--- config.mk ---
export PLATFORM = sky130hd
export DESIGN_NAME = fmdc_cordic_cell
export DESIGN_NICKNAME = d
export VERILOG_FILES = /design/src/design/fmdc_pkg.sv /design/src/design/fmdc_cordic_cell.sv
export SDC_FILE = /design/constraint.sdc
export NUM_CORES = 1
export LEC_CHECK = 0
export ABC_AREA = 1
export BUFFER_PORTS_ARGS = -buffer_cell sky130_fd_sc_hd__buf_2
export CAP_MARGIN = 25
export CORE_MARGIN = 4
export CORE_UTILIZATION = 32
export CTS_CLUSTER_DIAMETER = 80
export DETAILED_ROUTE_END_ITERATION = 12
export GPL_TIMING_DRIVEN = 0
export HOLD_SLACK_MARGIN = 0.03
export PLACE_DENSITY = 0.49
export SETUP_SLACK_MARGIN = 0.02
export SYNTH_ARGS = -nofsm -noshare
export SYNTH_HDL_FRONTEND = slang
export SYNTH_SLANG_ARGS = --single-unit
--- constraint.sdc ---
create_clock -name clk -period 7.5 [get_ports clk]
set_clock_uncertainty 0.15 [all_clocks]
set_input_delay 0.75 -clock clk [delete_from_list [all_inputs] [get_ports clk]]
set_output_delay 0.75 -clock clk [all_outputs]
set_load 0.01 [all_outputs]
--- src/design/fmdc_pkg.sv ---
// ----------------------------------------------------------------------------
// fmdc_pkg
// shared widths, types and constants of the delay-conjugate fm discriminator
// ----------------------------------------------------------------------------
package fmdc_pkg;

  localparam int SAMPLE_BITS  = 16;
  localparam int ANGLE_STAGES = 16;

  localparam int ANGLE_W = 16;
  localparam int GAIN_W  = 16;
  localparam int DEMOD_W = 24;

  // conjugate product terms and cordic datapath
  localparam int PROD_W  = 2 * SAMPLE_BITS;
  localparam int CORDIC_W = PROD_W + 3;
  localparam int SHIFT_W = (ANGLE_STAGES > 1) ? $clog2(ANGLE_STAGES) : 1;

  // scaling datapath
  localparam int DIFF_W  = ANGLE_W + 1;
  localparam int MUL_W   = 2 * DIFF_W;
  localparam int ROUND_W = MUL_W + 1;

  localparam logic [ANGLE_W-1:0] ANGLE_PI = {1'b1, {(ANGLE_W-1){1'b0}}};

  // configuration register indexes
  localparam logic CFG_CARRIER_STEP = 1'b0;
  localparam logic CFG_DEVIATION_GAIN = 1'b1;

  localparam logic [GAIN_W-1:0] GAIN_RESET = GAIN_W'(256);

  typedef logic signed [SAMPLE_BITS-1:0] sample_t;
  typedef logic signed [ANGLE_W-1:0]     angle_t;
  typedef logic [GAIN_W-1:0]             gain_t;
  typedef logic signed [DEMOD_W-1:0]     demod_t;

  typedef struct packed {
    logic                       valid;
    logic                       zero;
    logic signed [CORDIC_W-1:0] x;
    logic signed [CORDIC_W-1:0] y;
    logic [ANGLE_W-1:0]         z;
  } cordic_word_t;

  // rounded arctangent of 2^-i, pi = 32768
  function automatic logic [ANGLE_W-1:0] atan_of(input logic [SHIFT_W-1:0] shift);
    logic [ANGLE_W-1:0] a;
    case (int'(shift))
      0:  a = 16'd8192;
      1:  a = 16'd4836;
      2:  a = 16'd2555;
      3:  a = 16'd1297;
      4:  a = 16'd651;
      5:  a = 16'd326;
      6:  a = 16'd163;
      7:  a = 16'd81;
      8:  a = 16'd41;
      9:  a = 16'd20;
      10: a = 16'd10;
      11: a = 16'd5;
      12: a = 16'd3;
      13: a = 16'd1;
      14: a = 16'd1;
      default: a = '0;
    endcase
    return a;
  endfunction

endpackage

--- src/design/fmdc_cordic_cell.sv ---
// ----------------------------------------------------------------------------
// fmdc_cordic_cell
// one vectoring micro-rotation, registered toward the next cell
// ----------------------------------------------------------------------------
module fmdc_cordic_cell import fmdc_pkg::*; (
  input  logic               clk,
  input  logic               rst,
  input  logic               advance,
  input  logic [SHIFT_W-1:0] shift,
  input  cordic_word_t       din,
  output cordic_word_t       dout
);

  logic signed [CORDIC_W-1:0] xs;
  logic signed [CORDIC_W-1:0] ys;
  logic [ANGLE_W-1:0]         a;
  cordic_word_t               dout_next;

  always_comb begin
    xs = din.x >>> shift;
    ys = din.y >>> shift;
    a  = atan_of(shift);
    dout_next.valid = din.valid;
    dout_next.zero  = din.zero;
    // y of zero turns clockwise like a positive y
    if (!din.y[CORDIC_W-1]) begin
      dout_next.x = din.x + ys;
      dout_next.y = din.y - xs;
      dout_next.z = din.z + a;
    end else begin
      dout_next.x = din.x - ys;
      dout_next.y = din.y + xs;
      dout_next.z = din.z - a;
    end
  end

  always_ff @(posedge clk) begin
    if (rst) begin
      dout.valid <= 1'b0;
    end else if (advance) begin
      dout.valid <= dout_next.valid;
    end
  end

  always_ff @(posedge clk) begin
    if (advance) begin
      dout.zero <= dout_next.zero;
      dout.x    <= dout_next.x;
      dout.y    <= dout_next.y;
      dout.z    <= dout_next.z;
    end
  end

endmodule

Word-level counts from Yosys, hierarchy flattened. Memory sizes are Yosys's and may differ from the RTL's. Index checks and enable logic that the tools add are counted.

Word-level logic and storage cells: 15. Memory bits (read-only): 224. Output and inout bits: 88. Input port bits: 95. Flip-flop bits (word level): 88. Memories: 1.

Memory list: (name not given) (depth 16, width 14, rd ports 1, clocked after memory_dff 0, wr ports 0, RTL line fmdc_pkg.sv:48) `case (int'(shift))`.

Add/subtract/negate cells: 6. Shift operators: 2. Muxes and demuxes: 1.

Operators with widths (number): 86-bit two-way mux (1); 35-bit adder (2); 35-bit by 4-bit >>> shifter with 35-bit output (2); 35-bit subtractor (2); 16-bit adder (1); 16-bit subtractor (1).

Longest topological paths before layout.
Word-level depth: 3. Gate-level depth with buffers: 34. Depth with buffers taken out: 32.

Least setup slack after synthesis. OpenSTA, ideal clock, no wires.

Path type: input to register. Start: in shift[1]. End: reg dout[45] (netlist name), data pin. Path slack: 3.231 ns. Data required time: 7.090 ns. Setup time: 0.260 ns. Arrival time: 3.859 ns. Stages on the path: 24. Path buffers: 2. Path through: buf_4 -> inv_2 -> buf_4 -> nand3_1 -> nand3_1 -> nand3_1 -> o21ai_1 -> ha_1 -> inv_1 -> nor2_1 -> nand3_1 -> o21ai_0 -> xor2_1 -> inv_1 -> ha_1 -> a21oi_1 -> inv_1 -> a31oi_1 -> o21ai_0 -> a21oi_1 -> o21bai_1 -> nand2_1 -> nand2_1 -> xor2_1.

RTL lines: from (decl) (RTL line fmdc_cordic_cell.sv:9) `input logic [SHIFT_W-1:0] shift,`; to (decl) (RTL line fmdc_cordic_cell.sv:11) `output cordic_word_t dout`.

==> metrics.yaml <==
status:
  outcome: "complete, no violations"
clock_network:
  clock_latency_ns: 0.38
  cts_buffer_depth: 2
  hold_buffers: 0
  ctsRootBufferMaster: "clkbuf_16"
  h-tree-depth: 3
  clk_pin_slew_worst_paths_ns: 0.06
  cts_tree: "built"
  post_cts_resized: 0
  clock_sinks: 88
  cts_buffers: 9
  cts_setup_buffers: 0
worst_setup_path:
  cp_data_required_time_ns: 7.48
  start_kind: "primary input"
  cp_slowest_cell: "nor4_1"
  crit_type: "primary input to flop"
  end_kind: "flop"
  worstPathArrival_ns: 6.31
  regToRegSetupSlack_ns: 6.77
  r2r_cells: 2
  cp_slowest_stage_delay_ns: 0.85
  timing.rr.end: "dout[87]"
  rr_startpoint: "dout[87]"
  crit_top_cell: "nand3_1"
  worstPathMaxFanout: 8
cells_and_area:
  post-route-util_pct: 37.2
  regMostFlops: "dout"
  nFillCells: 4639
  final-seq-area_um2: 2630
  reg_top3: "dout (88)"
  final_nets: 2567
  layout_commonest_cell: "nand2_1"
  largest_reg_flops: 88
  mostFrequentLayoutCells: "nand2_1, nand3_1, buf_2"
  instances_no_fill: 2916
  multi_input_area_um2: 9650
  syn_to_final_growth_pct: 14.1
  drive_gt1_share_pct: 13.5
power_and_ir_drop:
  leakage_uw: 0.00755
  clkPwrFrac_pct: 15.0
  power_density_nw_per_um2: 187
  switchingPower_uw: 1350
  switching_share_pct: 47.3
  p_comb_share_pct: 58.2
  internal-power_uw: 1500
  ir_drop_mv: 0.0907
  p_seq_share_pct: 26.7
grt:
  grt_pass1_wl_um: 93700
  grt_overflow_total: 0
  antenna_found_initial: 4
  gr-usage-all-layers_pct: 28.0
  grt_pass1_vias: 14900
  grt_max_degree: 71
floorplan:
  core_um2: 41100
  num_rows: 74
  dieArea_um2: 45200
  start_util_pct: 32.6
  die_w_um: 213
  num_io_pins: 183
  die_h_um: 213
timing:
  final.min_clock_period_ns: 6.33
  relSlewSlack_pct: 25.4
  finalWorstSetupSlack_ns: 1.17
  whs_ns: 0.348
  slew_viol_final: 0
  rsz0062_at_grt: "no"
  fmax_mhz: 158
  tightestPinTransition_ns: 1.12
  finalSetupViolations: 0
  hold_violations: 0
  tns_ns: 0
  period_share_pct: 84.4
route:
  wl_per_cell_um: 22.1
  ant_nets: 0
  dr.pass1.iters: 6
  dr.first_iter.drc_count: 1829
  wl_met2_um: 25700
  drc: 0
  routed-wl-met3_um: 6130
  vias: 15800
  routed.top_layer: "met4"
  viasPerCell: 5.43
  drt-total-wl_um: 64400
  wl_met1_um: 30800
min_path:
  hp-class: "flop to flop"
  hold_start: "dout[87]"
  min_path_cells: 2
  hold_path_end: "dout[87]"
yosys:
  synth_xor_area_share_pct: 8.29
  syn-cell-area_um2: 13400
  synth_edf_count: 87
  yosys_register_bits: 88
  synth_top_family_by_area: "simple AND/OR/NAND/NOR gates"
  async_flop_share_pct: 0
  synthesis.nets: 2373
  yosys.area_share.simple_pct: 43.1
  syn_avg_cell_area_um2: 6.14
  synthAdderAreaFrac_pct: 9.04
  synthFlopType: "edfxtp_1"
  syn_inst: 2183
  synth_compound_area_share_pct: 11.5
  seq_area_frac_synth_pct: 19.6
  synth_cell_type_count: 48
  yosys_warnings: 0
  synthMuxAreaShare_pct: 0.0747
placement:
  dp_hpwl_um: 53500
  pre_cts_ws_ns: 1.13
  io_buffers: 180
  dp_cells: 2897
  globalplace.congestion: 0.994
run:
  cap_violations: 0
## per-layer routing
layer / global-route usage, % / up-vias
met4: 8.57 / 0
met3: 7.16 / 85
met5: 0 / -
li1: - / 7661
met1: 41.6 / 7369
met2: 39.5 / 727
## how the worst max path moves through the flow
stage | start | to | cells past startpoint
floorplan | shift[1] | dout[45] | 24
global placement | shift[1] | dout[50] | 25
detailed placement | shift[1] | dout[50] | 25
CTS | shift[1] | dout[50] | 25
global route | shift[1] | dout[49] | 23
finish | shift[1] | dout[50] | 25
## through the flow
| step | total power (uW) | instance area (um2) |
|---|---|---|
| after global placement | 2420 | 15000 |
| after floorplan | 1840 | 13400 |
| after global routing | 3080 | 15300 |
| after CTS | 2860 | 15300 |
| final | 2850 | 15300 |
| after detailed placement | 2420 | 15000 |
## synthesized netlist by cell type (9+ instances only)
master | n | area (um2)
nor2_1 | 198 | 743
a31oi_1 | 23 | 144
ha_1 | 92 | 1150
nand3_2 | 11 | 110
nand2_2 | 18 | 113
xnor2_1 | 34 | 298
nand3_1 | 315 | 1580
nand2_1 | 725 | 2720
o21ai_0 | 64 | 320
clkbuf_1 | 13 | 48.8
inv_2 | 15 | 56.3
edfxtp_1 | 87 | 2610
xor2_1 | 91 | 797
a21o_1 | 13 | 97.6
buf_2 | 27 | 135
o211ai_1 | 11 | 82.6
nor3_1 | 13 | 65.1
buf_6 | 9 | 101
a21oi_1 | 95 | 475
nor2_2 | 21 | 131
inv_1 | 179 | 672
nand4_1 | 25 | 156
o21bai_1 | 9 | 67.6
o21ai_1 | 14 | 70.1
buf_1 | 14 | 52.6
## power groups by stage
| stage | combinational (uW) | sequential (uW) | clock (uW) |
|---|---|---|---|
| 3_3_place_gp | 1640 | 772 | 0 |
| 6_report | 1660 | 763 | 429 |
| 3_5_place_dp | 1640 | 776 | 0 |
| 5_1_grt | 1830 | 776 | 466 |
| 4_1_cts | 1650 | 766 | 450 |
| 2_1_floorplan | 988 | 849 | 0 |
## area by class of cell
| cell class | instances | area share, % |
|---|---|---|
| inverters | 195 | 4.79 |
| clock buffers | 11 | 1.52 |
| flip-flops and latches | 88 | 17.2 |
| well taps | 532 | 4.35 |
| clock inverters | 5 | 0.213 |
| repair buffers | 183 | 6.26 |
| multi-input cells | 1830 | 63.1 |
| diodes | 2 | 0.0327 |
| plain buffers | 70 | 2.55 |
## cells by family (layout without fill, tap and decap cells)
| family | after synthesis | after routing |
|---|---|---|
| simple gates | 1347 | 1347 |
| fa+ha+maj | 95 | 95 |
| flops | 88 | 88 |
| compound gates | 261 | 261 |
| other cells | 0 | 2 |
| buf+inv | 265 | 464 |
| xor+xnor | 126 | 126 |
| mux | 1 | 1 |
## critical path: cells and delay by family
family | cells | cell delay (ns)
adders and majority gates | 2 | 0.66
buffers and inverters | 6 | 0.88
AOI/OAI and AO/OA | 3 | 0.73
and+or+nand+nor | 14 | 3.27
Note: power is estimated with default switching activity, not from simulation.
