File: src/design/fmdc_pkg.sv
// ----------------------------------------------------------------------------
// fmdc_pkg
// shared widths, types and constants of the delay-conjugate fm discriminator
// ----------------------------------------------------------------------------
package fmdc_pkg;

  localparam int SAMPLE_BITS  = 16;
  localparam int ANGLE_STAGES = 16;

  localparam int ANGLE_W = 16;
  localparam int GAIN_W  = 16;
  localparam int DEMOD_W = 24;

  // conjugate product terms and cordic datapath
  localparam int PROD_W  = 2 * SAMPLE_BITS;
  localparam int CORDIC_W = PROD_W + 3;
  localparam int SHIFT_W = (ANGLE_STAGES > 1) ? $clog2(ANGLE_STAGES) : 1;

  // scaling datapath
  localparam int DIFF_W  = ANGLE_W + 1;
  localparam int MUL_W   = 2 * DIFF_W;
  localparam int ROUND_W = MUL_W + 1;

  localparam logic [ANGLE_W-1:0] ANGLE_PI = {1'b1, {(ANGLE_W-1){1'b0}}};

  // configuration register indexes
  localparam logic CFG_CARRIER_STEP = 1'b0;
  localparam logic CFG_DEVIATION_GAIN = 1'b1;

  localparam logic [GAIN_W-1:0] GAIN_RESET = GAIN_W'(256);

  typedef logic signed [SAMPLE_BITS-1:0] sample_t;
  typedef logic signed [ANGLE_W-1:0]     angle_t;
  typedef logic [GAIN_W-1:0]             gain_t;
  typedef logic signed [DEMOD_W-1:0]     demod_t;

  typedef struct packed {
    logic                       valid;
    logic                       zero;
    logic signed [CORDIC_W-1:0] x;
    logic signed [CORDIC_W-1:0] y;
    logic [ANGLE_W-1:0]         z;
  } cordic_word_t;

  // rounded arctangent of 2^-i, pi = 32768
  function automatic logic [ANGLE_W-1:0] atan_of(input logic [SHIFT_W-1:0] shift);
    logic [ANGLE_W-1:0] a;
    case (int'(shift))
      0:  a = 16'd8192;
      1:  a = 16'd4836;
      2:  a = 16'd2555;
      3:  a = 16'd1297;
      4:  a = 16'd651;
      5:  a = 16'd326;
      6:  a = 16'd163;
      7:  a = 16'd81;
      8:  a = 16'd41;
      9:  a = 16'd20;
      10: a = 16'd10;
      11: a = 16'd5;
      12: a = 16'd3;
      13: a = 16'd1;
      14: a = 16'd1;
      default: a = '0;
    endcase
    return a;
  endfunction

endpackage

File: src/design/fmdc_scaler.sv
// ----------------------------------------------------------------------------
// fmdc_scaler
// carrier removal, gain multiply, rounding and saturation to the output word
// ----------------------------------------------------------------------------
module fmdc_scaler import fmdc_pkg::*; (
  input  logic         clk,
  input  logic         rst,
  input  logic         advance,
  input  cordic_word_t din,
  input  angle_t       carrier_phase_step,
  input  gain_t        deviation_gain,
  output logic         out_valid,
  output demod_t       demod_value,
  output logic         saturated
);

  angle_t                    angle;
  logic signed [DIFF_W-1:0]  diff;
  logic signed [DIFF_W-1:0]  gain_s;
  logic                      mul_valid;
  logic signed [MUL_W-1:0]   prod;
  logic signed [ROUND_W-1:0] rounded;
  logic                      over;
  demod_t                    value_next;

  always_comb begin
    angle  = din.zero ? angle_t'(0) : angle_t'(din.z);
    diff   = DIFF_W'(angle) - DIFF_W'(carrier_phase_step);
    gain_s = $signed({1'b0, deviation_gain});
  end

  always_ff @(posedge clk) begin
    if (rst) begin
      mul_valid <= 1'b0;
    end else if (advance) begin
      mul_valid <= din.valid;
    end
  end

  always_ff @(posedge clk) begin
    if (advance) begin
      prod <= diff * gain_s;
    end
  end

  // divide by 256 rounding half up, then clip to the output range
  always_comb begin
    rounded = ROUND_W'(prod) + ROUND_W'(128);
    over = (rounded[ROUND_W-1:DEMOD_W+7] != '0) &&
           (rounded[ROUND_W-1:DEMOD_W+7] != '1);
    if (!over) begin
      value_next = rounded[DEMOD_W+7:8];
    end else if (rounded[ROUND_W-1]) begin
      value_next = {1'b1, {(DEMOD_W-1){1'b0}}};
    end else begin
      value_next = {1'b0, {(DEMOD_W-1){1'b1}}};
    end
  end

  always_ff @(posedge clk) begin
    if (rst) begin
      out_valid <= 1'b0;
    end else if (advance) begin
      out_valid <= mul_valid;
    end
  end

  always_ff @(posedge clk) begin
    if (advance) begin
      demod_value <= value_next;
      saturated   <= over;
    end
  end

endmodule

File: config.mk
export PLATFORM = sky130hd
export DESIGN_NAME = fmdc_scaler
export DESIGN_NICKNAME = d
export VERILOG_FILES = /design/src/design/fmdc_pkg.sv /design/src/design/fmdc_scaler.sv
export SDC_FILE = /design/constraint.sdc
export NUM_CORES = 1
export LEC_CHECK = 0
export BUFFER_PORTS_ARGS = -buffer_cell sky130_fd_sc_hd__buf_2
export CORE_AREA = 4 4 183 185
export CTS_CLUSTER_SIZE = 24
export DETAILED_ROUTE_END_ITERATION = 10
export DIE_AREA = 0 0 187 189
export HOLD_SLACK_MARGIN = 0.06
export PLACE_DENSITY = 0.72
export SETUP_SLACK_MARGIN = 0.05
export SLEW_MARGIN = 20
export SYNTH_ARGS = -nofsm -noshare
export SYNTH_HDL_FRONTEND = slang
export SYNTH_SLANG_ARGS = --single-unit
export TNS_END_PERCENT = 100
File: constraint.sdc
create_clock -name clk -period 16.95 [get_ports clk]
set_input_delay 0 -clock clk [delete_from_list [all_inputs] [get_ports clk]]
set_output_delay 0 -clock clk [all_outputs]
set_load 0.005 [all_outputs]
* Word-level counts from Yosys, hierarchy flattened *
Cells that the tools add are included.

storage, ports and cells
  word-level logic and storage cells = 14
  register bits after elaboration = 61
  output and inout bits = 26
  input bits = 123

cells by class
  multiply operators = 1
  reduce and logical (&&, ||, !) cells = 2
  add/subtract/negate cells = 2
  equal/unequal tests = 1
  muxes and demuxes = 3

operators by type and width
  operator                                                          count
  24-bit 2-to-1 mux                                                 2
  34-bit by 9-bit adder with 35-bit output (second input constant)  1
  17-bit by 17-bit multiplier with 34-bit output                    1
  16-bit by 16-bit subtractor with 17-bit output                    1
  16-bit 2-to-1 mux                                                 1
  4-bit != test (second input constant)                             1
  4-bit nonzero test                                                1
  1-bit logical AND                                                 1

* Depth between registers and ports, before layout *
  word-level depth = 4
  gate-level depth with buffers = 35
  mapped depth without buffers = 33

* Worst setup path before layout *
OpenSTA, ideal clock, no wires.

  path type = input to register
  from = input din[86] (netlist bit)
  to = register prod[33] (data pin)
  path buffers = 3
  required time = 16.679 ns
  cell stages on the path = 34
  library setup time = 0.271 ns
  slack = 8.820 ns
  arrival = 7.859 ns
  cells stage by stage = clkbuf_1 nand2b_1 ha_1 inv_1 fa_1 a21o_1 a21oi_2 o21bai_1 a31o_2 a2111oi_4 or3_1 a31o_2 buf_2 nand2_1 fa_1 inv_1 fa_1 clkbuf_1 xnor2_1 xnor2_1 fa_1 fa_1 inv_1 fa_1 inv_1 ha_1 a21o_1 a21o_1 a21oi_1 nor2_1 a211oi_1 nand2_1 a2111oi_0 xnor2_1

between the ends
  longest elaborated chain between the ends = 3

ends and longest elaborated chain
  what                                            RTL line           text
  start, declared                                 fmdc_scaler.sv:9   input cordic_word_t din,
  16-bit 2-to-1 mux                               fmdc_scaler.sv:27  angle = din.zero ? angle_t'(0) : angle_t'(din.z);
  16-bit by 16-bit subtractor with 17-bit output  fmdc_scaler.sv:28  diff = DIFF_W'(angle) - DIFF_W'(carrier_phase_step);
  17-bit by 17-bit multiplier with 34-bit output  fmdc_scaler.sv:42  prod <= diff * gain_s;
  end signal, assigned                            fmdc_scaler.sv:42
  end, declared                                   fmdc_scaler.sv:21  logic signed [MUL_W-1:0] prod;

Every way passes these cells.
A chain may end at the register's enable or synchronous reset.

* Worst setup path in the final report *
Ends and elaborated chain as after synthesis.

==> flow_metrics.env <==
export IMPL_status="finished clean"
export IMPL_dp_hpwl_mm=25.2
export IMPL_hold_class="in2reg"
export IMPL_avgSynthCellArea_um2=9.19
export IMPL_die_w_um=187
export IMPL_postCtsSetupBuffers=0
export IMPL_grt_pass1_wl_mm=55.0
export IMPL_synth_top_cells_by_area="fa_1, edfxtp_1, inv_1, ha_1, and2_1"
export IMPL_min_from="advance"
export IMPL_synth_edf_count=52
export IMPL_io_buffers=78
export IMPL_rr_worst_depth=9
export IMPL_dr_pass1_iters=5
export IMPL_grt_usage_pct=18.6
export IMPL_synthTopCellsByCount="inv_1, fa_1, nand2_1, and2_1, ha_1"
export IMPL_cts_root_buf="clkbuf_16"
export IMPL_finalCritPeriodShare_pct=52.9
export IMPL_yosys_area_top_type_share_pct=38.5
export IMPL_detail_route_antenna_nets=0
export IMPL_max_stage_delay_ps=720
export IMPL_ys_flop_type="edfxtp_1"
export IMPL_cts_resized=0
export IMPL_yosys_area_top_type="fa_1"
export IMPL_rsz0062_at_grt="false"
export IMPL_synth_most_common_cell="inv_1"
export IMPL_die_area_mm2=0.0353
export IMPL_cts_tree="built"
export IMPL_end_kind="flop"
export IMPL_slowest_stage="fa_1"
export IMPL_rrSetupSlack_ps=14010
export IMPL_drc=0
export IMPL_area_growth_pct=6.32
export IMPL_path_class="in2reg"
export IMPL_fin_skew_ps=1.50
export IMPL_tns_ps=0
export IMPL_cap_viol_max_count=0
export IMPL_wire_per_inst_um=16.2
export IMPL_synth_seq_area_share_pct=11.3
export IMPL_grt_pass1_vias=11500
export IMPL_synth_ff_latch_count=54
export IMPL_critPathArrivalTime_ps=8950
export IMPL_final_layout_size_suffix_gt1_share_pct=8.19
export IMPL_cts_sinks=54
export IMPL_worstPathMaxFanout=26
export IMPL_syn_area_mm2=0.0142
export IMPL_required_ps=16930
export IMPL_grt_antenna_before_repair=0
export IMPL_grt_max_degree=55
export IMPL_slew_headroom_pct=27.5
export IMPL_rows=66
export IMPL_slew_violations=0
export IMPL_cts_clk_slew_worst_paths_ps=60
export IMPL_nNetsFinal=2060
export IMPL_syn_inst=1541
export IMPL_place_congestion=0.854
export IMPL_max_freq_ghz=0.112
export IMPL_clk_latency_ps=290
export IMPL_insertedDiodeCount=0
export IMPL_vias_per_cell=5.32
export IMPL_h_tree_depth=2
export IMPL_cts_buffer_depth=2
export IMPL_drt_initial_drc_count=713
export IMPL_grt_overflow=0
export IMPL_hold_viol=0
export IMPL_postLayoutCoreUtil_pct=47.0
export IMPL_die_height_um=189
export IMPL_async_reset_ff_share_pct=0
export IMPL_worst_slew_pin_slew_ps=1080
export IMPL_fin_crit_ps=8970
export IMPL_ys_types=63
export IMPL_cts_buffers=5
export IMPL_finalSetupViolations=0
export IMPL_synth_nets=2039
export IMPL_r2r_start="prod[7]"
export IMPL_core_mm2=0.0320
export IMPL_holdPathStages=1
export IMPL_start_util_pct=44.2
export IMPL_r2r_end="demod_value[8]"
export IMPL_startpoint_type="input port"
export IMPL_critical_path_most_common_cell="fa_1"
export IMPL_wl_mm=31.8
export IMPL_ys_warnings_count=0
export IMPL_boundaryPins=149
export IMPL_holdPathEnd="demod_value[1]"
export IMPL_num_vias=10500
==> metal layers <==
layer	vias up	GRT usage (%)	share of wire [%]
met5	-	0	0
met4	0	4.10	2.0
met3	53	1.64	5.4
met2	321	33.6	50
met1	5307	24.5	42
li1	4803	-	-
==> kinds of logic (layout without fill, tap and decap cells) <==
| kind of cell | count (synthesis) | after routing | share of synthesized area (%) |
|---|---|---|---|
| buffers and inverters | 422 | 444 | 11.5 |
| AOI/OAI and AO/OA | 154 | 154 | 7.79 |
| xor gates and xnor gates | 71 | 71 | 4.39 |
| and+or+nand+nor | 459 | 459 | 17.0 |
| DFF | 54 | 54 | 11.3 |
| muxes | 2 | 2 | 0.141 |
| adders and majority gates | 379 | 379 | 47.8 |
==> worst max-delay path, delay by kind of cell <==
| kind | cells | cell delay (ps) |
|---|---|---|
| fa+ha+maj | 8 | 3750 |
| compound gates | 11 | 2860 |
| xor+xnor | 3 | 1070 |
| simple gates | 5 | 800 |
| buf+inv | 4 | 430 |
==> repair_timing <==
item	CTS	global route
endpoints found under the setup margin	0	0
hold buffers	2	0
hold endpoints to repair	2	0
==> worst max path at each step <==
stage,end,start
after global routing,prod[33],din[86]
after global placement,prod[33],din[86]
after floorplan,prod[33],din[86]
final,prod[33],din[86]
after detailed placement,prod[33],din[86]
after CTS,prod[33],din[86]
==> registers in the layout (all words and copies together), names as in the netlist <==
name,flops
demod_value,24
mul_valid,1
prod,27
saturated,1
out_valid,1
==> placed cells by master (no fill, tap or decap), types with 4 or more instances in the layout <==
| master | Yosys | layout |
|---|---|---|
| nor4_1 | 9 | 9 |
| nor2_1 | 19 | 19 |
| nand2_1 | 158 | 158 |
| and2_1 | 108 | 108 |
| a21o_1 | 15 | 15 |
| nand2b_1 | 5 | 5 |
| inv_1 | 350 | 350 |
| a311oi_2 | 6 | 6 |
| clkbuf_16 | 0 | 5 |
| a211o_1 | 4 | 4 |
| o21ai_0 | 14 | 14 |
| nor2b_1 | 46 | 46 |
| ha_1 | 103 | 103 |
| or2_2 | 4 | 4 |
| o211ai_1 | 18 | 18 |
| buf_2 | 8 | 77 |
| o21bai_1 | 4 | 4 |
| nand3_1 | 58 | 58 |
| fa_1 | 272 | 272 |
| nor3_1 | 6 | 6 |
| a21oi_1 | 55 | 55 |
| xor2_1 | 28 | 28 |
| xnor2_1 | 43 | 33 |
| maj3_1 | 4 | 4 |
| xnor2_2 | 0 | 10 |
| edfxtp_1 | 52 | 52 |
| nand4_1 | 10 | 10 |
| o21a_1 | 5 | 5 |
| and3_1 | 21 | 21 |
| a311oi_1 | 4 | 4 |
| buf_4 | 1 | 7 |
| o311ai_0 | 5 | 5 |
==> per-stage QoR <==
stage / std cells / area (µm²) / worst slack, ps / hold WS (ps)
after floorplan: 1541 / 14200 / 8820 / 72.4
after global placement: 1961 / 14900 / 7890 / 174
after detailed placement: 1961 / 14900 / 7740 / 181
after CTS: 1971 / 15100 / 8030 / 407
after global routing: 1971 / 15100 / 7360 / 303
final: 1971 / 15100 / 7980 / 271
==> cell type report <==
cell class / instances / area (µm²)
fillers: 3038 / 17000
multi-input cells: 1065 / 11000
flip-flops and latches: 54 / 1600
inverters: 350 / 1310
well taps: 408 / 510
repair buffers: 86 / 458
clock buffers: 5 / 125
clock inverters: 3 / 40.0
Power is not shown: default switching activity piles up to over one toggle a cycle in this logic, so the estimate is an artifact.
