File: src/design/fmdc_pkg.sv
// ----------------------------------------------------------------------------
// fmdc_pkg
// shared widths, types and constants of the delay-conjugate fm discriminator
// ----------------------------------------------------------------------------
package fmdc_pkg;

  localparam int SAMPLE_BITS  = 16;
  localparam int ANGLE_STAGES = 16;

  localparam int ANGLE_W = 16;
  localparam int GAIN_W  = 16;
  localparam int DEMOD_W = 24;

  // conjugate product terms and cordic datapath
  localparam int PROD_W  = 2 * SAMPLE_BITS;
  localparam int CORDIC_W = PROD_W + 3;
  localparam int SHIFT_W = (ANGLE_STAGES > 1) ? $clog2(ANGLE_STAGES) : 1;

  // scaling datapath
  localparam int DIFF_W  = ANGLE_W + 1;
  localparam int MUL_W   = 2 * DIFF_W;
  localparam int ROUND_W = MUL_W + 1;

  localparam logic [ANGLE_W-1:0] ANGLE_PI = {1'b1, {(ANGLE_W-1){1'b0}}};

  // configuration register indexes
  localparam logic CFG_CARRIER_STEP = 1'b0;
  localparam logic CFG_DEVIATION_GAIN = 1'b1;

  localparam logic [GAIN_W-1:0] GAIN_RESET = GAIN_W'(256);

  typedef logic signed [SAMPLE_BITS-1:0] sample_t;
  typedef logic signed [ANGLE_W-1:0]     angle_t;
  typedef logic [GAIN_W-1:0]             gain_t;
  typedef logic signed [DEMOD_W-1:0]     demod_t;

  typedef struct packed {
    logic                       valid;
    logic                       zero;
    logic signed [CORDIC_W-1:0] x;
    logic signed [CORDIC_W-1:0] y;
    logic [ANGLE_W-1:0]         z;
  } cordic_word_t;

  // rounded arctangent of 2^-i, pi = 32768
  function automatic logic [ANGLE_W-1:0] atan_of(input logic [SHIFT_W-1:0] shift);
    logic [ANGLE_W-1:0] a;
    case (int'(shift))
      0:  a = 16'd8192;
      1:  a = 16'd4836;
      2:  a = 16'd2555;
      3:  a = 16'd1297;
      4:  a = 16'd651;
      5:  a = 16'd326;
      6:  a = 16'd163;
      7:  a = 16'd81;
      8:  a = 16'd41;
      9:  a = 16'd20;
      10: a = 16'd10;
      11: a = 16'd5;
      12: a = 16'd3;
      13: a = 16'd1;
      14: a = 16'd1;
      default: a = '0;
    endcase
    return a;
  endfunction

endpackage

File: src/design/fmdc_conj_mult.sv
// ----------------------------------------------------------------------------
// fmdc_conj_mult
// product with the conjugate of the previous sample, then half-plane fold
// ----------------------------------------------------------------------------
module fmdc_conj_mult import fmdc_pkg::*; (
  input  logic         clk,
  input  logic         rst,
  input  logic         advance,
  input  logic         accept,
  input  sample_t      sample_i,
  input  sample_t      sample_q,
  output cordic_word_t dout
);

  sample_t previous_i;
  sample_t previous_q;

  logic                     prod_valid;
  logic signed [PROD_W-1:0] p_ii;
  logic signed [PROD_W-1:0] p_qq;
  logic signed [PROD_W-1:0] p_iq;
  logic signed [PROD_W-1:0] p_qi;

  logic signed [CORDIC_W-1:0] re;
  logic signed [CORDIC_W-1:0] im;
  cordic_word_t               dout_next;

  always_ff @(posedge clk) begin
    if (rst) begin
      previous_i <= '0;
      previous_q <= '0;
    end else if (accept) begin
      previous_i <= sample_i;
      previous_q <= sample_q;
    end
  end

  // stage a: four partial products
  always_ff @(posedge clk) begin
    if (rst) begin
      prod_valid <= 1'b0;
    end else if (advance) begin
      prod_valid <= accept;
    end
  end

  always_ff @(posedge clk) begin
    if (advance) begin
      p_ii <= previous_i * sample_i;
      p_qq <= previous_q * sample_q;
      p_iq <= previous_i * sample_q;
      p_qi <= previous_q * sample_i;
    end
  end

  // stage b: sum and fold into the right half plane
  always_comb begin
    re = CORDIC_W'(p_ii) + CORDIC_W'(p_qq);
    im = CORDIC_W'(p_iq) - CORDIC_W'(p_qi);
    dout_next.valid = prod_valid;
    dout_next.zero  = (re == '0) && (im == '0);
    if (re[CORDIC_W-1]) begin
      dout_next.x = -re;
      dout_next.y = -im;
      dout_next.z = ANGLE_PI;
    end else begin
      dout_next.x = re;
      dout_next.y = im;
      dout_next.z = '0;
    end
  end

  always_ff @(posedge clk) begin
    if (rst) begin
      dout.valid <= 1'b0;
    end else if (advance) begin
      dout.valid <= dout_next.valid;
    end
  end

  always_ff @(posedge clk) begin
    if (advance) begin
      dout.zero <= dout_next.zero;
      dout.x    <= dout_next.x;
      dout.y    <= dout_next.y;
      dout.z    <= dout_next.z;
    end
  end

endmodule

File: config.mk
export PLATFORM = sky130hd
export DESIGN_NAME = fmdc_conj_mult
export DESIGN_NICKNAME = d
export VERILOG_FILES = /design/src/design/fmdc_pkg.sv /design/src/design/fmdc_conj_mult.sv
export SDC_FILE = /design/constraint.sdc
export NUM_CORES = 2
export LEC_CHECK = 0
export BUFFER_PORTS_ARGS = -buffer_cell sky130_fd_sc_hd__buf_2
export CORE_ASPECT_RATIO = 1.25
export CORE_MARGIN = 2
export CORE_UTILIZATION = 55
export DETAILED_ROUTE_END_ITERATION = 8
export GPL_TIMING_DRIVEN = 0
export MAX_ROUTING_LAYER = met4
export PLACE_DENSITY_LB_ADDON = 0.25
export SYNTH_ARGS = -nofsm -noshare
export SYNTH_HDL_FRONTEND = slang
export SYNTH_SLANG_ARGS = --single-unit
File: constraint.sdc
create_clock -name clk -period 17.5 [get_ports clk]
set_clock_uncertainty 0.2 [all_clocks]
set_input_delay 0.875 -clock clk [delete_from_list [all_inputs] [get_ports clk]]
set_output_delay 0.875 -clock clk [all_outputs]
set_load 0.02 [all_outputs]
Yosys cells after proc, flatten, opt, wreduce, memory -nomap -nowiden
Cells that the tools add are included.

Bits in registers: 249. Bits of input ports: 36. Output and inout port bits: 88. Logic and storage cells: 25.

$add $sub $neg: 4. $mul: 4. Multiplexer cells: 1. Reductions and logical operators: 3.

Operators with widths (number): $mul 16x16->32 (4); $mux 85 (1); $logic_not 35->1 (2); $neg 33->35 (2); $add 32x32->33 (1); $sub 32x32->33 (1); $logic_and 1x1->1 (1).

Longest topological paths before layout
Depth after elaboration: 3. Mapped depth: 24. Gate-level depth less buffers: 23.

Worst setup path after synthesis
Ideal clock, no wire load.

Path kind: input to register. Start: input port sample_i[1]. End: register p_ii[31], data pin. Setup time: 0.259 ns. Arrival: 6.524 ns. Data required time: 17.041 ns. Slack: 10.517 ns. Stages: 20. Buffers on the path: 1. Cell sequence: clkbuf_1 nand2_1 fa_1 fa_1 fa_1 inv_1 fa_1 fa_1 inv_1 fa_1 inv_1 ha_1 and4_1 a22o_1 a2111oi_0 o311ai_0 a31oi_1 o21ai_1 a21oi_1 xnor2_1.

Longest elaborated chain between the ends: 1.

RTL lines: start, declared (RTL line fmdc_conj_mult.sv:10) `input sample_t sample_i,`; $mul 16x16->32 (RTL line fmdc_conj_mult.sv:49) `p_ii <= previous_i * sample_i;`; end signal, assigned (RTL line fmdc_conj_mult.sv:49); end, declared (RTL line fmdc_conj_mult.sv:19) `logic signed [PROD_W-1:0] p_ii;`.

No other way between the ends. A chain may end at the register's enable or synchronous reset.

Worst setup path after layout
Start: register previous_i[11]. End: register p_ii[31], data pin.

Longest elaborated chain between the ends: 1.

RTL lines: start, declared (RTL line fmdc_conj_mult.sv:15) `sample_t previous_i;`; start signal, assigned (RTL line fmdc_conj_mult.sv:33) `previous_i <= sample_i;`; $mul 16x16->32 (RTL line fmdc_conj_mult.sv:49).

No other way between the ends.

==> results by group <==
CTS
  • Resize count post-CTS: 0
  • CTS Hold Buffers Added: 0
  • Clock Sink Count: around 230
  • CTS tree: done
  • H-tree depth: 1
  • Clock tree root driver cell: clkbuf_16
  • Clock transition at path regs: about 0.07 ns
  • Clock buffer depth: 3
  • # Post-CTS Setup Buffers: 0
  • Total CTS buffers: 29
  • Clk_lat worst skew: ~0.66 ns

Detailed routing
  • Residual DRC count: 0
  • Routed WL per cell: 23.61 microns
  • Iteration-0 DRC Markers: 3612
  • Top sig layer: met4
  • DRT met1 WL: 63500 microns
  • Metal3 WL: 16670 microns
  • Metal2 WL: 71760 microns
  • 1st-pass router iterations: 5
  • Antenna Nets Post-Route: 0
  • DR vias: 39290
  • DR vias/cell: 5.686
  • Routed wire length: 163100 microns

GRT
  • Total global routing overflow: 0
  • GR Util All Layers: 35.50%
  • Vias in the first global route: ~40000
  • Initial antenna violation count: 28
  • Largest net degree at the start of global routing: 106
  • First-pass GRT wire length: 245400 microns

STA
  • Final period util: around half
  • Slew HR: -5.127%
  • Max Fclk: 0.1127 GHz
  • RSZ-0062 raised after global routing: no
  • Setup violations, final: 0
  • Max-slew violations: 12
  • Final min period: 8.871 ns
  • Fin worst setup slack: 8.629 ns
  • Final Hold Fails: 0
  • Setup tns final: 0 ns
  • Worst Max-Slew Pin Slew: 1.577 ns

Logic synthesis
  • Yosys top cell by area: fa_1
  • Post-synth top area share: between 40 and 50%
  • Largest cells by area after synthesis: fa_1 40%, edfxtp_1 11%, ha_1 9.5%, inv_1 8.7%, and2_1 6.2%
  • FFs w/ async S/R, synth: 0%
  • Post-synthesis xor/xnor area fraction: 4.105%
  • Average cell area after synthesis: ~9.5 sq um
  • Synth Instances: 5490
  • Simple-Gate Fraction of Synth Area: 14.84%
  • Post-synthesis sequential area ratio: between 10% and 20%
  • Post-synthesis adder-cell area fraction: just under 50%
  • Mux contribution to synthesized area: 0.7472%
  • Cell variety after synth: 102
  • Warnings from Yosys: 0
  • Post-synthesis compound-gate area fraction: under 10%
  • Mapped Area: 52250 sq um
  • Largest family of logic cells by synthesized area: adder cells
  • Yosys reg bits: 234
  • Synth Flop Type: edfxtp_1
  • Number of synthesized flops with an enable pin: 200

Setup path
  • Crit path launch type: register
  • Arr. time, crit path: a little over 9 ns
  • Worst R2R Setup Slack: approximately 8.6 ns
  • Crit Path Category: register to register
  • Critical Path End Type: register
  • Worst-path fanout max: 10
  • Req. time, crit path: 17.68 ns

Pwr
  • Pint: approximately 4.6 mW
  • Sequential share of power: between 10% and 20%
  • Comb pwr share: 79.9%
  • Pwr dens: about 180 nW/um^2
  • Sw power: 5.125 mW
  • Switching power share of the total: 52.62%
  • VDD IR max: 0.0001464 V
  • Clock network fraction of total power: 7.0%
  • P_leak: 27.44 nW

Status
  • Status: finished, violations left
  • Failing checks: max-capacitance violations, max-slew violations

Die
  • Die H: around 350 microns
  • Core area: 94280 sq um
  • DIE AREA: roughly 97000 sq um
  • Initial Utilization: a little under three fifths
  • Die width: 279.7 microns
  • Std cell rows: about 130
  • I/O pin total: about 120

Placement
  • Placed Cells: about 6800
  • Port Buf Inserts: 106
  • DP Area: roughly 54000 sq um
  • Worst slack at placement: 8.486 ns
  • Post-DP HPWL: 130300 microns
  • GPL Wtd Cong: 1.071

Job
  • Max_cap viols: 1

Layout
  • Nets: 7128
  • Layout cells sized above 1: under 10%
  • Finished Cell Area: 55520 sq um
  • Area grow syn2layout: 6.270%
  • Post-Layout Cell Count: 6909

Worst hold path
  • Worst hold path class: input port to register
==> kinds of logic (layout without fill, tap and decap cells) <==
group                    Yosys count  after routing
multiplexers                      39             39
other                              1             42
flip-flops                       234            234
XOR/XNOR                         244            244
buffers and inverters           1453           1615
AO/OA/AOI/OAI                    543            543
adder cells (fa/ha/maj)         1446           1446
AND/OR/NAND/NOR                 1530           1530
==> synthesized netlist by cell type, drive strengths merged (19+ instances only) <==
master and number:
inv 1205, fa 1050, nand2 558, and2 516
ha 396, clkbuf 211, edfxtp 200, nor2 188
xnor2 185, a21oi 152, o21ai 94, a21o 72
xor2 59, nand2b 42, nand3 41, mux2i 39
buf 37, nor3 36, dfxtp 34, o21a 28
and3 24, or3 23, o211ai 22, o21bai 22
nor2b 20, o31ai 20, a211oi 19, a31oi 19
nand4 19
==> state kept, by name (all words and copies together), names as in the netlist <==
| signal | cells |
|---|---|
| previous_i | 16 |
| prod_valid | 1 |
| previous_q | 16 |
| dout | 73 |
| p_qi | 32 |
| p_iq | 32 |
| p_qq | 32 |
| p_ii | 32 |
==> stage by stage <==
step	total power, mW	util, %	hold slack [ns]
after floorplan	6.896	-	0.2601
after global placement	8.810	57.66	0.2756
after detailed placement	8.981	57.73	0.2939
after CTS	9.711	58.82	0.2724
after global routing	10.65	58.87	0.2903
final	9.740	58.89	0.2937
==> cell usage in the layout, fill, tap and decap left out, types with 19 or more instances in the layout <==
cell	instances
a21o_1	72
nand3_1	40
dfxtp_1	34
nand2b_1	42
fa_1	1050
nand4_1	19
nor2_1	188
edfxtp_1	200
o21a_1	27
a21oi_1	151
nor3_1	32
clkbuf_16	29
inv_1	1204
and2_1	514
ha_1	396
clkbuf_1	214
o21ai_0	88
xnor2_1	184
and3_1	23
xor2_1	59
o211ai_1	22
buf_2	120
a31oi_1	19
mux2i_1	39
diode_2	25
nand2_1	558
o21bai_1	22
or3_1	23
nor2b_1	20
==> power by group through the flow <==
stage / Combinational (mW) / Sequential (mW) / Clock [mW]
detailed placement: 7.69 / 1.29 / 0
finish: 7.78 / 1.28 / 0.680
floorplan: 5.51 / 1.38 / 0
CTS: 7.74 / 1.28 / 0.692
global placement: 7.52 / 1.29 / 0
global route: 8.65 / 1.30 / 0.708
==> final cells by class <==
| class | instances | area [sq um] |
|---|---|---|
| Clock buffer | 32 | 737.0 |
| Timing Repair Buffer | 109 | 603.1 |
| Clock inverter | 21 | 290.3 |
| Sequential cell | 234 | 6686 |
| Fill cell | 8384 | 38750 |
| Multi-Input combinational cell | 3819 | 40070 |
| Antenna cell | 25 | 62.56 |
| Tap cell | 1216 | 1521 |
| Inverter | 1205 | 4523 |
| Buffer | 248 | 1028 |
==> worst max-delay path: stages, from the launching register on <==
cell,delay [ns]
dfxtp_1,0.91
clkbuf_1,0.71
nand2_1,0.21
fa_1,0.56
fa_1,0.51
fa_1,0.53
inv_1,0.06
fa_1,0.51
fa_1,0.49
inv_1,0.05
fa_1,0.49
inv_1,0.04
ha_1,0.36
and4_1,0.23
a22o_1,0.32
a2111oi_1,1.05
o311ai_0,0.41
a31oi_1,0.45
o21ai_1,0.14
a21oi_1,0.19
xnor2_1,0.15
==> worst paths after layout <==
| path | from | end | depth (start not counted) |
|---|---|---|---|
| setup / recovery | previous_i[11] | p_ii[31] | 20 |
| hold / removal | advance | p_iq[27] | 1 |
| setup reg to reg | previous_i[11] | p_ii[31] | 20 |
| hold reg to reg | prod_valid | prod_valid | 2 |
==> per-layer routing <==
metal | global-route usage [%] | vias to the layer above
met5 | - | -
met4 | 18.64 | 0
met3 | 8.213 | 349
met2 | 52.48 | 1796
met1 | 45.69 | 19990
li1 | - | 17150
Power figures use the tool's default switching activity.
